`src/rtl/olks_pkg.sv`:
```
`default_nettype none
// ---------------------------------------------------------------------------
// olks_pkg
// Shared widths, command codes and status codes of the ordered list block.
// ---------------------------------------------------------------------------
package olks_pkg;

    localparam int DEPTH_DEFAULT         = 16;
    localparam int PAYLOAD_WIDTH_DEFAULT = 32;

    localparam int KEY_W      = 32;
    localparam int PAY_PORT_W = 32;
    localparam int PAY_WIDE_W = 64;

    localparam logic [2:0] CMD_INS_FRONT = 3'd0;
    localparam logic [2:0] CMD_INS_BACK  = 3'd1;
    localparam logic [2:0] CMD_FIND      = 3'd2;
    localparam logic [2:0] CMD_REMOVE    = 3'd3;
    localparam logic [2:0] CMD_POP       = 3'd4;

    localparam logic [1:0] ST_OK   = 2'd0;
    localparam logic [1:0] ST_MISS = 2'd1;
    localparam logic [1:0] ST_FULL = 2'd2;
    localparam logic [1:0] ST_BAD  = 2'd3;

endpackage
`default_nettype wire

```
`src/rtl/olks_ram.sv`:
```
`default_nettype none
// ---------------------------------------------------------------------------
// olks_ram
// Generic single write port, single read port RAM with registered read data.
// ---------------------------------------------------------------------------
module olks_ram #(
    parameter int WIDTH = 32,
    parameter int DEPTH = 16
) (
    input  wire logic                     clk,
    input  wire logic                     we,
    input  wire logic [$clog2(DEPTH)-1:0] waddr,
    input  wire logic [WIDTH-1:0]         wdata,
    input  wire logic [$clog2(DEPTH)-1:0] raddr,
    output logic      [WIDTH-1:0]         rdata
);

    logic [WIDTH-1:0] mem [DEPTH];

    always_ff @(posedge clk)
    begin
        if (we)
        begin
            mem[waddr] <= wdata;
        end
        rdata <= mem[raddr];
    end

endmodule
`default_nettype wire

```
`src/rtl/ordered_list_with_key_search.sv`:
```
`default_nettype none
// ---------------------------------------------------------------------------
// ordered_list_with_key_search
// Bounded doubly linked list of key/payload entries held in slot RAMs, with
// insert at either end, find, remove of the first match and pop of the front.
// ---------------------------------------------------------------------------
// Operation: find and remove read and check the entries from the front; pop takes
//   the front entry; an insert probes slots upward from index 0 for the lowest
//   free one, then writes and links it; full, empty and bad-command cases go
//   straight to the result. Throughput: one transaction at a time; the next is
//   taken once the result is in the output register. Reset: asynchronous; then a
//   pass over every slot clears the slot-used RAM while in_stall stays high.
module ordered_list_with_key_search
    import olks_pkg::*;
#(
    parameter int DEPTH         = DEPTH_DEFAULT,
    parameter int PAYLOAD_WIDTH = PAYLOAD_WIDTH_DEFAULT
) (
    input  wire logic                    clk,
    input  wire logic                    rst_n,
    input  wire logic                    in_valid,
    output logic                         in_stall,
    input  wire logic [2:0]              command,
    input  wire logic signed [KEY_W-1:0] key,
    input  wire logic [PAY_PORT_W-1:0]   payload,
    output logic                         out_valid,
    input  wire logic                    out_stall,
    output logic [1:0]                   status,
    output logic signed [KEY_W-1:0]      out_key,
    output logic [PAY_PORT_W-1:0]        out_payload,
    output logic                         list_empty
);

    localparam int AW = $clog2(DEPTH);
    localparam int CW = $clog2(DEPTH + 1);
    localparam int PW = PAYLOAD_WIDTH;

    typedef enum logic [3:0] {
        S_CLEAR,
        S_IDLE,
        S_FREE_RD,
        S_FREE_CHK,
        S_INS_LINK,
        S_INS_FIX,
        S_WALK_RD,
        S_WALK_CHK,
        S_DONE
    } state_t;

    state_t                  state_reg, state_next;
    logic [AW-1:0]           cur_reg, cur_next;
    logic [CW-1:0]           walk_cnt_reg, walk_cnt_next;
    logic [CW-1:0]           count_reg, count_next;
    logic [AW-1:0]           front_reg, front_next;
    logic [AW-1:0]           back_reg, back_next;
    logic [2:0]              cmd_reg, cmd_next;
    logic [KEY_W-1:0]        key_reg, key_next;
    logic [PW-1:0]           pay_reg, pay_next;
    logic [1:0]              res_status_reg, res_status_next;
    logic [KEY_W-1:0]        res_key_reg, res_key_next;
    logic [PAY_PORT_W-1:0]   res_pay_reg, res_pay_next;
    logic                    out_valid_reg, out_valid_next;
    logic [1:0]              status_reg, status_next;
    logic [KEY_W-1:0]        out_key_reg, out_key_next;
    logic [PAY_PORT_W-1:0]   out_payload_reg, out_payload_next;
    logic                    list_empty_reg, list_empty_next;

    logic                    key_we, pay_we, used_we, next_we, prev_we;
    logic [AW-1:0]           used_waddr, next_waddr, prev_waddr;
    logic                    used_wdata;
    logic [AW-1:0]           next_wdata, prev_wdata;
    logic [KEY_W-1:0]        key_rd;
    logic [PW-1:0]           pay_rd;
    logic [AW-1:0]           next_rd, prev_rd;
    logic                    used_rd;

    logic [PAY_WIDE_W-1:0]   pay_in_wide;
    logic [PAY_WIDE_W-1:0]   pay_rd_wide;
    logic                    hit;

    assign pay_in_wide = PAY_WIDE_W'(payload);
    assign pay_rd_wide = PAY_WIDE_W'(pay_rd);
    assign hit         = (cmd_reg == CMD_POP) || (key_rd == key_reg);

    // All RAMs are read at the current slot; the read data is registered.
    olks_ram #(.WIDTH(KEY_W), .DEPTH(DEPTH)) u_keys (
        .clk(clk), .we(key_we), .waddr(cur_reg), .wdata(key_reg),
        .raddr(cur_reg), .rdata(key_rd)
    );

    olks_ram #(.WIDTH(PW), .DEPTH(DEPTH)) u_pays (
        .clk(clk), .we(pay_we), .waddr(cur_reg), .wdata(pay_reg),
        .raddr(cur_reg), .rdata(pay_rd)
    );

    olks_ram #(.WIDTH(AW), .DEPTH(DEPTH)) u_next (
        .clk(clk), .we(next_we), .waddr(next_waddr), .wdata(next_wdata),
        .raddr(cur_reg), .rdata(next_rd)
    );

    olks_ram #(.WIDTH(AW), .DEPTH(DEPTH)) u_prev (
        .clk(clk), .we(prev_we), .waddr(prev_waddr), .wdata(prev_wdata),
        .raddr(cur_reg), .rdata(prev_rd)
    );

    olks_ram #(.WIDTH(1), .DEPTH(DEPTH)) u_used (
        .clk(clk), .we(used_we), .waddr(used_waddr), .wdata(used_wdata),
        .raddr(cur_reg), .rdata(used_rd)
    );

    always_comb
    begin
        state_next       = state_reg;
        cur_next         = cur_reg;
        walk_cnt_next    = walk_cnt_reg;
        count_next       = count_reg;
        front_next       = front_reg;
        back_next        = back_reg;
        cmd_next         = cmd_reg;
        key_next         = key_reg;
        pay_next         = pay_reg;
        res_status_next  = res_status_reg;
        res_key_next     = res_key_reg;
        res_pay_next     = res_pay_reg;
        out_valid_next   = out_valid_reg;
        status_next      = status_reg;
        out_key_next     = out_key_reg;
        out_payload_next = out_payload_reg;
        list_empty_next  = list_empty_reg;

        key_we     = 1'b0;
        pay_we     = 1'b0;
        used_we    = 1'b0;
        used_waddr = cur_reg;
        used_wdata = 1'b0;
        next_we    = 1'b0;
        next_waddr = cur_reg;
        next_wdata = cur_reg;
        prev_we    = 1'b0;
        prev_waddr = cur_reg;
        prev_wdata = cur_reg;

        if (out_valid_reg && !out_stall)
        begin
            out_valid_next = 1'b0;
        end

        unique case (state_reg)
            S_CLEAR:
            begin
                used_we = 1'b1;
                if (cur_reg == AW'(DEPTH - 1))
                begin
                    cur_next   = '0;
                    state_next = S_IDLE;
                end
                else
                begin
                    cur_next = cur_reg + AW'(1);
                end
            end

            S_IDLE:
            begin
                if (in_valid)
                begin
                    cmd_next        = command;
                    key_next        = key;
                    pay_next        = pay_in_wide[PW-1:0];
                    res_status_next = ST_OK;
                    res_key_next    = '0;
                    res_pay_next    = '0;
                    walk_cnt_next   = '0;
                    state_next      = S_DONE;
                    unique case (command)
                        CMD_INS_FRONT, CMD_INS_BACK:
                        begin
                            if (count_reg == CW'(DEPTH))
                            begin
                                res_status_next = ST_FULL;
                            end
                            else
                            begin
                                cur_next   = '0;
                                state_next = S_FREE_RD;
                            end
                        end
                        CMD_FIND, CMD_REMOVE, CMD_POP:
                        begin
                            if (count_reg == '0)
                            begin
                                res_status_next = ST_MISS;
                            end
                            else
                            begin
                                cur_next   = front_reg;
                                state_next = S_WALK_RD;
                            end
                        end
                        default:
                        begin
                            res_status_next = ST_BAD;
                        end
                    endcase
                end
            end

            S_FREE_RD:
            begin
                state_next = S_FREE_CHK;
            end

            S_FREE_CHK:
            begin
                if (!used_rd)
                begin
                    state_next = S_INS_LINK;
                end
                else
                begin
                    cur_next   = cur_reg + AW'(1);
                    state_next = S_FREE_RD;
                end
            end

            S_INS_LINK:
            begin
                // The new entry sits in the free slot at cur_reg.
                key_we     = 1'b1;
                pay_we     = 1'b1;
                used_we    = 1'b1;
                used_wdata = 1'b1;
                next_we    = 1'b1;
                prev_we    = 1'b1;
                if (count_reg == '0)
                begin
                    front_next = cur_reg;
                    back_next  = cur_reg;
                    count_next = count_reg + CW'(1);
                    state_next = S_DONE;
                end
                else
                begin
                    if (cmd_reg == CMD_INS_FRONT)
                    begin
                        next_wdata = front_reg;
                    end
                    else
                    begin
                        prev_wdata = back_reg;
                    end
                    state_next = S_INS_FIX;
                end
            end

            S_INS_FIX:
            begin
                // Point the old end entry at the new one.
                if (cmd_reg == CMD_INS_FRONT)
                begin
                    prev_we    = 1'b1;
                    prev_waddr = front_reg;
                    front_next = cur_reg;
                end
                else
                begin
                    next_we    = 1'b1;
                    next_waddr = back_reg;
                    back_next  = cur_reg;
                end
                count_next = count_reg + CW'(1);
                state_next = S_DONE;
            end

            S_WALK_RD:
            begin
                state_next = S_WALK_CHK;
            end

            S_WALK_CHK:
            begin
                if (hit)
                begin
                    res_key_next = key_rd;
                    if (cmd_reg != CMD_POP)
                    begin
                        res_pay_next = pay_rd_wide[PAY_PORT_W-1:0];
                    end
                    if (cmd_reg != CMD_FIND)
                    begin
                        used_we = 1'b1;
                        if (cur_reg == front_reg)
                        begin
                            front_next = next_rd;
                        end
                        else
                        begin
                            next_we    = 1'b1;
                            next_waddr = prev_rd;
                            next_wdata = next_rd;
                        end
                        if (cur_reg == back_reg)
                        begin
                            back_next = prev_rd;
                        end
                        else
                        begin
                            prev_we    = 1'b1;
                            prev_waddr = next_rd;
                            prev_wdata = prev_rd;
                        end
                        count_next = count_reg - CW'(1);
                    end
                    state_next = S_DONE;
                end
                else if (walk_cnt_reg + CW'(1) == count_reg)
                begin
                    res_status_next = ST_MISS;
                    state_next      = S_DONE;
                end
                else
                begin
                    walk_cnt_next = walk_cnt_reg + CW'(1);
                    cur_next      = next_rd;
                    state_next    = S_WALK_RD;
                end
            end

            S_DONE:
            begin
                if (!out_valid_reg || !out_stall)
                begin
                    out_valid_next   = 1'b1;
                    status_next      = res_status_reg;
                    out_key_next     = res_key_reg;
                    out_payload_next = res_pay_reg;
                    list_empty_next  = (count_reg == '0);
                    state_next       = S_IDLE;
                end
            end

            default:
            begin
                state_next = S_IDLE;
            end
        endcase
    end

    always_ff @(posedge clk or negedge rst_n)
    begin
        if (!rst_n)
        begin
            state_reg       <= S_CLEAR;
            cur_reg         <= '0;
            walk_cnt_reg    <= '0;
            count_reg       <= '0;
            front_reg       <= '0;
            back_reg        <= '0;
            cmd_reg         <= '0;
            key_reg         <= '0;
            pay_reg         <= '0;
            res_status_reg  <= ST_OK;
            res_key_reg     <= '0;
            res_pay_reg     <= '0;
            out_valid_reg   <= 1'b0;
            status_reg      <= ST_OK;
            out_key_reg     <= '0;
            out_payload_reg <= '0;
            list_empty_reg  <= 1'b1;
        end
        else
        begin
            state_reg       <= state_next;
            cur_reg         <= cur_next;
            walk_cnt_reg    <= walk_cnt_next;
            count_reg       <= count_next;
            front_reg       <= front_next;
            back_reg        <= back_next;
            cmd_reg         <= cmd_next;
            key_reg         <= key_next;
            pay_reg         <= pay_next;
            res_status_reg  <= res_status_next;
            res_key_reg     <= res_key_next;
            res_pay_reg     <= res_pay_next;
            out_valid_reg   <= out_valid_next;
            status_reg      <= status_next;
            out_key_reg     <= out_key_next;
            out_payload_reg <= out_payload_next;
            list_empty_reg  <= list_empty_next;
        end
    end

    assign in_stall    = (state_reg != S_IDLE);
    assign out_valid   = out_valid_reg;
    assign status      = status_reg;
    assign out_key     = out_key_reg;
    assign out_payload = out_payload_reg;
    assign list_empty  = list_empty_reg;

endmodule
`default_nettype wire

```
`config.mk`:
```
export PLATFORM = sky130hd
export DESIGN_NAME = ordered_list_with_key_search
export DESIGN_NICKNAME = d
export VERILOG_FILES = /design/src/rtl/olks_pkg.sv /design/src/rtl/olks_ram.sv /design/src/rtl/ordered_list_with_key_search.sv
export SDC_FILE = /design/constraint.sdc
export NUM_CORES = 2
export LEC_CHECK = 0
export BUFFER_PORTS_ARGS = -buffer_cell sky130_fd_sc_hd__clkbuf_2
export CELL_PAD_IN_SITES_DETAIL_PLACEMENT = 0
export CELL_PAD_IN_SITES_GLOBAL_PLACEMENT = 1
export CORE_UTILIZATION = 25
export CTS_CLUSTER_DIAMETER = 50
export DETAILED_ROUTE_END_ITERATION = 8
export PLACE_DENSITY_LB_ADDON = 0.1
export SLEW_MARGIN = 20
export SYNTH_ARGS = -nofsm -noshare
export SYNTH_HDL_FRONTEND = slang
export SYNTH_HIERARCHICAL = 1
export SYNTH_SLANG_ARGS = --single-unit
```
`constraint.sdc`:
```
create_clock -name clk -period 6.43 [get_ports clk]
set_input_delay 0.9645 -clock clk [delete_from_list [all_inputs] [get_ports clk]]
set_output_delay 0.9645 -clock clk [all_outputs]
set_load 0.01 [all_outputs]
```
== Word-level counts from Yosys, hierarchy flattened ==
Memories as Yosys holds them, arrays and structs flattened. A register that Yosys moved wholly into a read port is not among the register bits.
Cells that the tools add are included.
Storage, ports and cells
  bits of input ports: 71
  output and inout bits: 69
  bits in registers: 227
  logic and storage cells: 188
  memories kept: 5
  bits in writable memories: 1168
Cells by class
  multiplexer cells: 97
  add/subtract/negate cells: 4
  reductions and logical operators: 26
  eq/ne operators: 39
Memory list
  u_keys.mem: words 16, bits a word 32, rd ports 1, clocked after memory_dff 1, wr ports 1, line olks_ram.sv:18  | logic [WIDTH-1:0] mem [DEPTH];
  u_pays.mem: words 16, bits a word 32, rd ports 1, clocked after memory_dff 1, wr ports 1, line olks_ram.sv:18
  u_next.mem: words 16, bits a word 4, rd ports 1, clocked after memory_dff 1, wr ports 1, line olks_ram.sv:18
  u_prev.mem: words 16, bits a word 4, rd ports 1, clocked after memory_dff 1, wr ports 1, line olks_ram.sv:18
  u_used.mem: words 16, bits a word 1, rd ports 1, clocked after memory_dff 1, wr ports 1, line olks_ram.sv:18
Operators by type and width (number)
  2-to-1 mux 4 bit: 40
  2-to-1 mux 32 bit: 4
  case mux 32 bit (2 select lines): 2
  case mux 4 bit (2 select lines): 6
  case mux 4 bit (9 select lines): 1
  == test 32 bit: 1
  2-to-1 mux 5 bit: 6
  inequality test 2 bit, second input constant: 14
  case mux 4 bit (3 select lines): 2
  2-to-1 mux 1 bit: 23
  == test 4 x 3 -> 1 bit, second input constant: 4
  case mux 4 bit (4 select lines): 1
  AND reduction 4 bit: 4
  case mux 5 bit (3 select lines): 1
  adder 5 x 1 -> 5 bit, second input constant: 2
  case mux 5 bit (2 select lines): 1
  == test 4 x 2 -> 1 bit, second input constant: 2
  == test 4 bit: 2
  == test 4 bit, second input constant: 2
  2-to-1 mux 2 bit: 4
  case mux 2 bit (2 select lines): 2
  AND reduction 7 bit: 1
  == test 3 x 2 -> 1 bit, second input constant: 2
  == test 3 bit, second input constant: 2
  other kinds (28): 37

== Longest topological paths before layout ==
  depth in word-level cells: 7
  gate-level depth with buffers: 12
  gate-level depth less buffers: 9

== By module ==
Netlist, hierarchy kept.
By module, submodules not included
  olks_ram (u_keys): cells each 838, area an instance 19854.0 sq um, sequential area each 16015.4 sq um, times used 1
  olks_ram (u_pays): cells each 838, area an instance 19835.3 sq um, sequential area each 16015.4 sq um, times used 1
  ordered_list_with_key_search: cells each 978, area an instance 10816.6 sq um, sequential area each 5681.7 sq um, times used 1
  olks_ram (u_next ...): cells each 130, area an instance 2666.3 sq um, sequential area each 2001.9 sq um, times used 2
  olks_ram (u_used): cells each 47, area an instance 745.7 sq um, sequential area each 500.5 sq um, times used 1

== Worst setup path before layout ==
No wires, ideal clock.
  path kind: reg-to-reg
  start: register state_reg[3]
  end: memory u_keys.mem[0][0] (enable)
  clock period less this slack: 5068 ps
  required time: 5969 ps
  buffers on the path: 1
  slack: 1362 ps
  arrival: 4607 ps
  library setup time: 461 ps
  cell stages (with the launch flop): 6
  cell sequence: dfrtp_1 -> buf_2 -> nand2b_1 -> nor3_1 -> or3b_2 -> nor3_1
On the way
  longest elaborated chain between the ends: 4
Ends and longest elaborated chain
  from (decl): line ordered_list_with_key_search.sv:50  | state_t state_reg, state_next;
  from (signal assigned): line ordered_list_with_key_search.sv:373  | state_reg <= state_next;
  == test 4 x 3 -> 1 bit: line ordered_list_with_key_search.sv:148  | unique case (state_reg)
  2-to-1 mux 1 bit: line ordered_list_with_key_search.sv:148
  named net key_we: line ordered_list_with_key_search.sv:68  | logic key_we, pay_we, used_we, next_we, prev_we;
  2-to-1 mux 1 bit: line olks_ram.sv:22  | if (we)
  2-to-1 mux 1 bit (not written as such): line olks_ram.sv:24  | mem[waddr] <= wdata;
  to (decl): line olks_ram.sv:18
The timed path passes the listed nets, and every way through them passes these cells.

== Worst setup path after layout ==
  start: register key_reg[5]
  end: memory u_next/mem[0][0] in the netlist's numbering (enable)
On the way
  longest elaborated chain between the ends: 6
  elaborated cells between the ends (all ways): 8
  those cells by class: 1 x eq/ne; 6 x mux; 1 x reduce/logical
Ends and longest elaborated chain
  from (decl): line ordered_list_with_key_search.sv:57  | logic [KEY_W-1:0] key_reg, key_next;
  from (signal assigned): line ordered_list_with_key_search.sv:380  | key_reg <= key_next;
  == test 32 bit: line ordered_list_with_key_search.sv:83  | assign hit = (cmd_reg == CMD_POP) || (key_rd == key_reg);
  logical OR 1 bit: line ordered_list_with_key_search.sv:83
  2-to-1 mux 1 bit: line ordered_list_with_key_search.sv:282  | if (hit)
  case mux 1 bit (3 select lines): line ordered_list_with_key_search.sv:148
  named net next_we: line ordered_list_with_key_search.sv:68
  2-to-1 mux 1 bit: line olks_ram.sv:22
  2-to-1 mux 1 bit (not written as such): line olks_ram.sv:24
  to (decl): line olks_ram.sv:18
The timed path passes the listed nets, and every way through them passes these cells.

==> run metrics <==
hpwl dp=95300 um; largest net degree at the start of global routing=112; crit-path cells=xor2_1, nor4_1, nand4_1, o21ai_4, a31oi_1, a311oi_1, or3b_2, nor3_1; layout cells sized above 1=29.4%; register area share after synthesis=74.6%; Tcrit/Tclk final=73.8%; Worst R2R Path Depth=8; Worst EP required=6890 ps; Mean Syn Cell Area=19.1 um2; Post-synth top cells=1168 x edfxtp_1, 260 x mux4_2, 226 x dfrtp_1; violated checks=design-rule violations; Pwr per Cell Area=434 mW/mm2; placeable core area=0.225 mm2; element type at the critical path start=flop; final setup TNS=0 ps; post-synth top area cell=edfxtp_1; setup violators final=0; die height=478 um; CP Data Arrival Time=5200 ps; crit-path max cell delay=670 ps; worst slew pin tran=1080 ps; global-route wire length before repair=243000 um; Reg clk slew, reported paths=60 ps; Synth Flop Type=edfxtp_1; post-CTS setup buffers=0; maxcap violations=0; Via density=4.55; FF/Latch Area=0.0422 mm2; Tmin final=4750 ps; Pwr Total=29600 uW; Overflow after GRT=0; cts hold-fix bufs=0; ANT nets after route=0; Site Rows=174; Stages on worst setup path=8; H-tree levels=4; outcome=finished with violations; largest delay contributor family on the critical path=simple AND/OR/NAND/NOR gates; GRT Resource Usage Total=15.0%; Clock Latency Late Sink=850 ps; area of the multi-input gates=0.0137 mm2; Crit Path Max Fanout=18; Max Clock Freq=211 MHz; crit path launch=key_reg[5]; drt wl/cell=26.8 um; fin util=30.3%; initial DRC count=2021; Hold Crit Class=in -> async; worst r2r src=key_reg[5]; clock skew=76.0 ps; residual DRC count=10; Mapped Nets=3038; reg2reg end=u_next/mem[0][0]; CTS tree=done; Synth-to-Final Area Change=20.6%; #FFs+latches synth=1468; Starting Density=25.2%; post-synthesis instance area=0.0566 mm2; vias in the first global route=31500; Async S/R FF share, synth=15.5%; pre-CTS setup slack=1470 ps; final hold vios=0; GP Congestion=0.775; count of mapped cells out of synthesis=2961; CP Capture Point=u_next/mem[0][0]; Pre-antenna DRT Iters=8; Yosys top cell area share=62.0%; Nets=3303; worst rel slew slack=28.0%; Non-Filler Instances=6394; Sink Count=1468; CP bufs+invs=0; Die Footprint=0.228 mm2; Final Max Tran Viols=0; Synth area leaders=edfxtp_1 62%, mux4_2 10%, dfrtp_1 10%, mux2_2 2.6%, dfxtp_1 2.6%; io pins=140; CP endpoint kind=flop; Die X-Extent=478 um; Ys Warns=6; Clock Tree Root=clkbuf_16; Final WS setup=1680 ps; Post-synth EDFFs=1168; count leader, synth=edfxtp_1; unrepaired setup endpoints after global routing=no; DRT Wirelength=172000 um; Max VDD drop=0.000273 V; R2R Setup Slk=1680 ps; crit path kind=reg -> reg; CTS max path bufs=3; post-CTS sizing=0; CP max-delay cell=dfrtp_1; placed insts=6018; DR vias=29100; Yosys cell types=75; largest registers=u_keys/mem (512), u_pays/mem (512); P_leak=0.0234 uW; I/O Buffers=139; final-layout fill cell count=21900; initial antenna violation count=9; number of buffers created by CTS=197
==> power by group <==
| group | internal [uW] | leakage [uW] | switching (uW) |
|---|---|---|---|
| registers | 12000 | 0.0142 | 1350 |
| clock network | 6980 | 0.00337 | 4380 |
| logic | 2220 | 0.00580 | 2720 |
==> through the flow <==
stage | hold WS, ps | instance area (um2)
2_1_floorplan | 409 | 56600
3_3_place_gp | 432 | 61300
3_5_place_dp | 436 | 61300
4_1_cts | 105 | 68200
5_1_grt | 150 | 68200
6_report | 153 | 68200
==> logic make-up (layout without fill, tap and decap cells) <==
group           count (synthesis)  count (layout)  share of synthesized area, %
other cells                     0               1                             0
compound gates                297             297                          3.71
xor+xnor                       53              53                         0.820
mux                           468             468                          15.2
flops                        1468            1468                          74.6
buf+inv                       202             642                          1.66
fa+ha+maj                       6               6                         0.146
simple gates                  467             467                          3.81
==> placed cells by master, fill, tap and decap left out, drive strengths merged, types with 33 or more instances in the layout <==
cell,n
a22oi,142
buf,80
clkbuf,407
clkinv,47
dfrtp,226
dfxtp,73
edfxtp,1168
inv,77
mux2,136
mux2i,40
mux4,292
nand2,189
nand3,72
nor2,86
nor3,33
o21ai,57
xor2,39
==> worst register-to-register path, cell delays in order (launching register included) <==
cell and delay [ps]:
dfrtp_1 670, xor2_1 160, nor4_1 640, nand4_1 640, o21ai_4 580, a31oi_1 160, a311oi_1 550, or3b_2 560
nor3_1 420
==> worst min-delay path by stage <==
stage                                start              end  slack [ps]  depth (start not counted)
after floorplan            u_pays/rdata[0]   res_pay_reg[0]         410                          2
after global placement    u_pays/rdata[10]  res_pay_reg[10]         430                          2
after detailed placement  u_pays/rdata[10]  res_pay_reg[10]         440                          2
after CTS                            rst_n      pay_reg[13]         110                          1
after global routing                 rst_n      pay_reg[13]         150                          1
final                                rst_n      pay_reg[13]         150                          1
==> per-layer routing <==
| metal | global-route usage [%] | share of wire (%) | vias up |
|---|---|---|---|
| met1 | 19.0 | 43 | 15700 |
| met4 | 4.69 | 2.6 | 2 |
| met5 | 0 | 0.0076 | - |
| met3 | 2.71 | 3.9 | 252 |
| met2 | 26.0 | 51 | 666 |
| li1 | - | - | 12500 |
==> final cells by class <==
class	count	share of cell area [%]
Antenna cell	1	0.00367
Clock buffer	269	8.08
Clock inverter	105	2.10
Inverter	50	0.275
Multi-Input combinational cell	1291	20.1
Sequential cell	1468	61.9
Tap cell	2992	5.49
Timing Repair Buffer	218	2.02
Note: power is estimated with default switching activity, not from simulation.
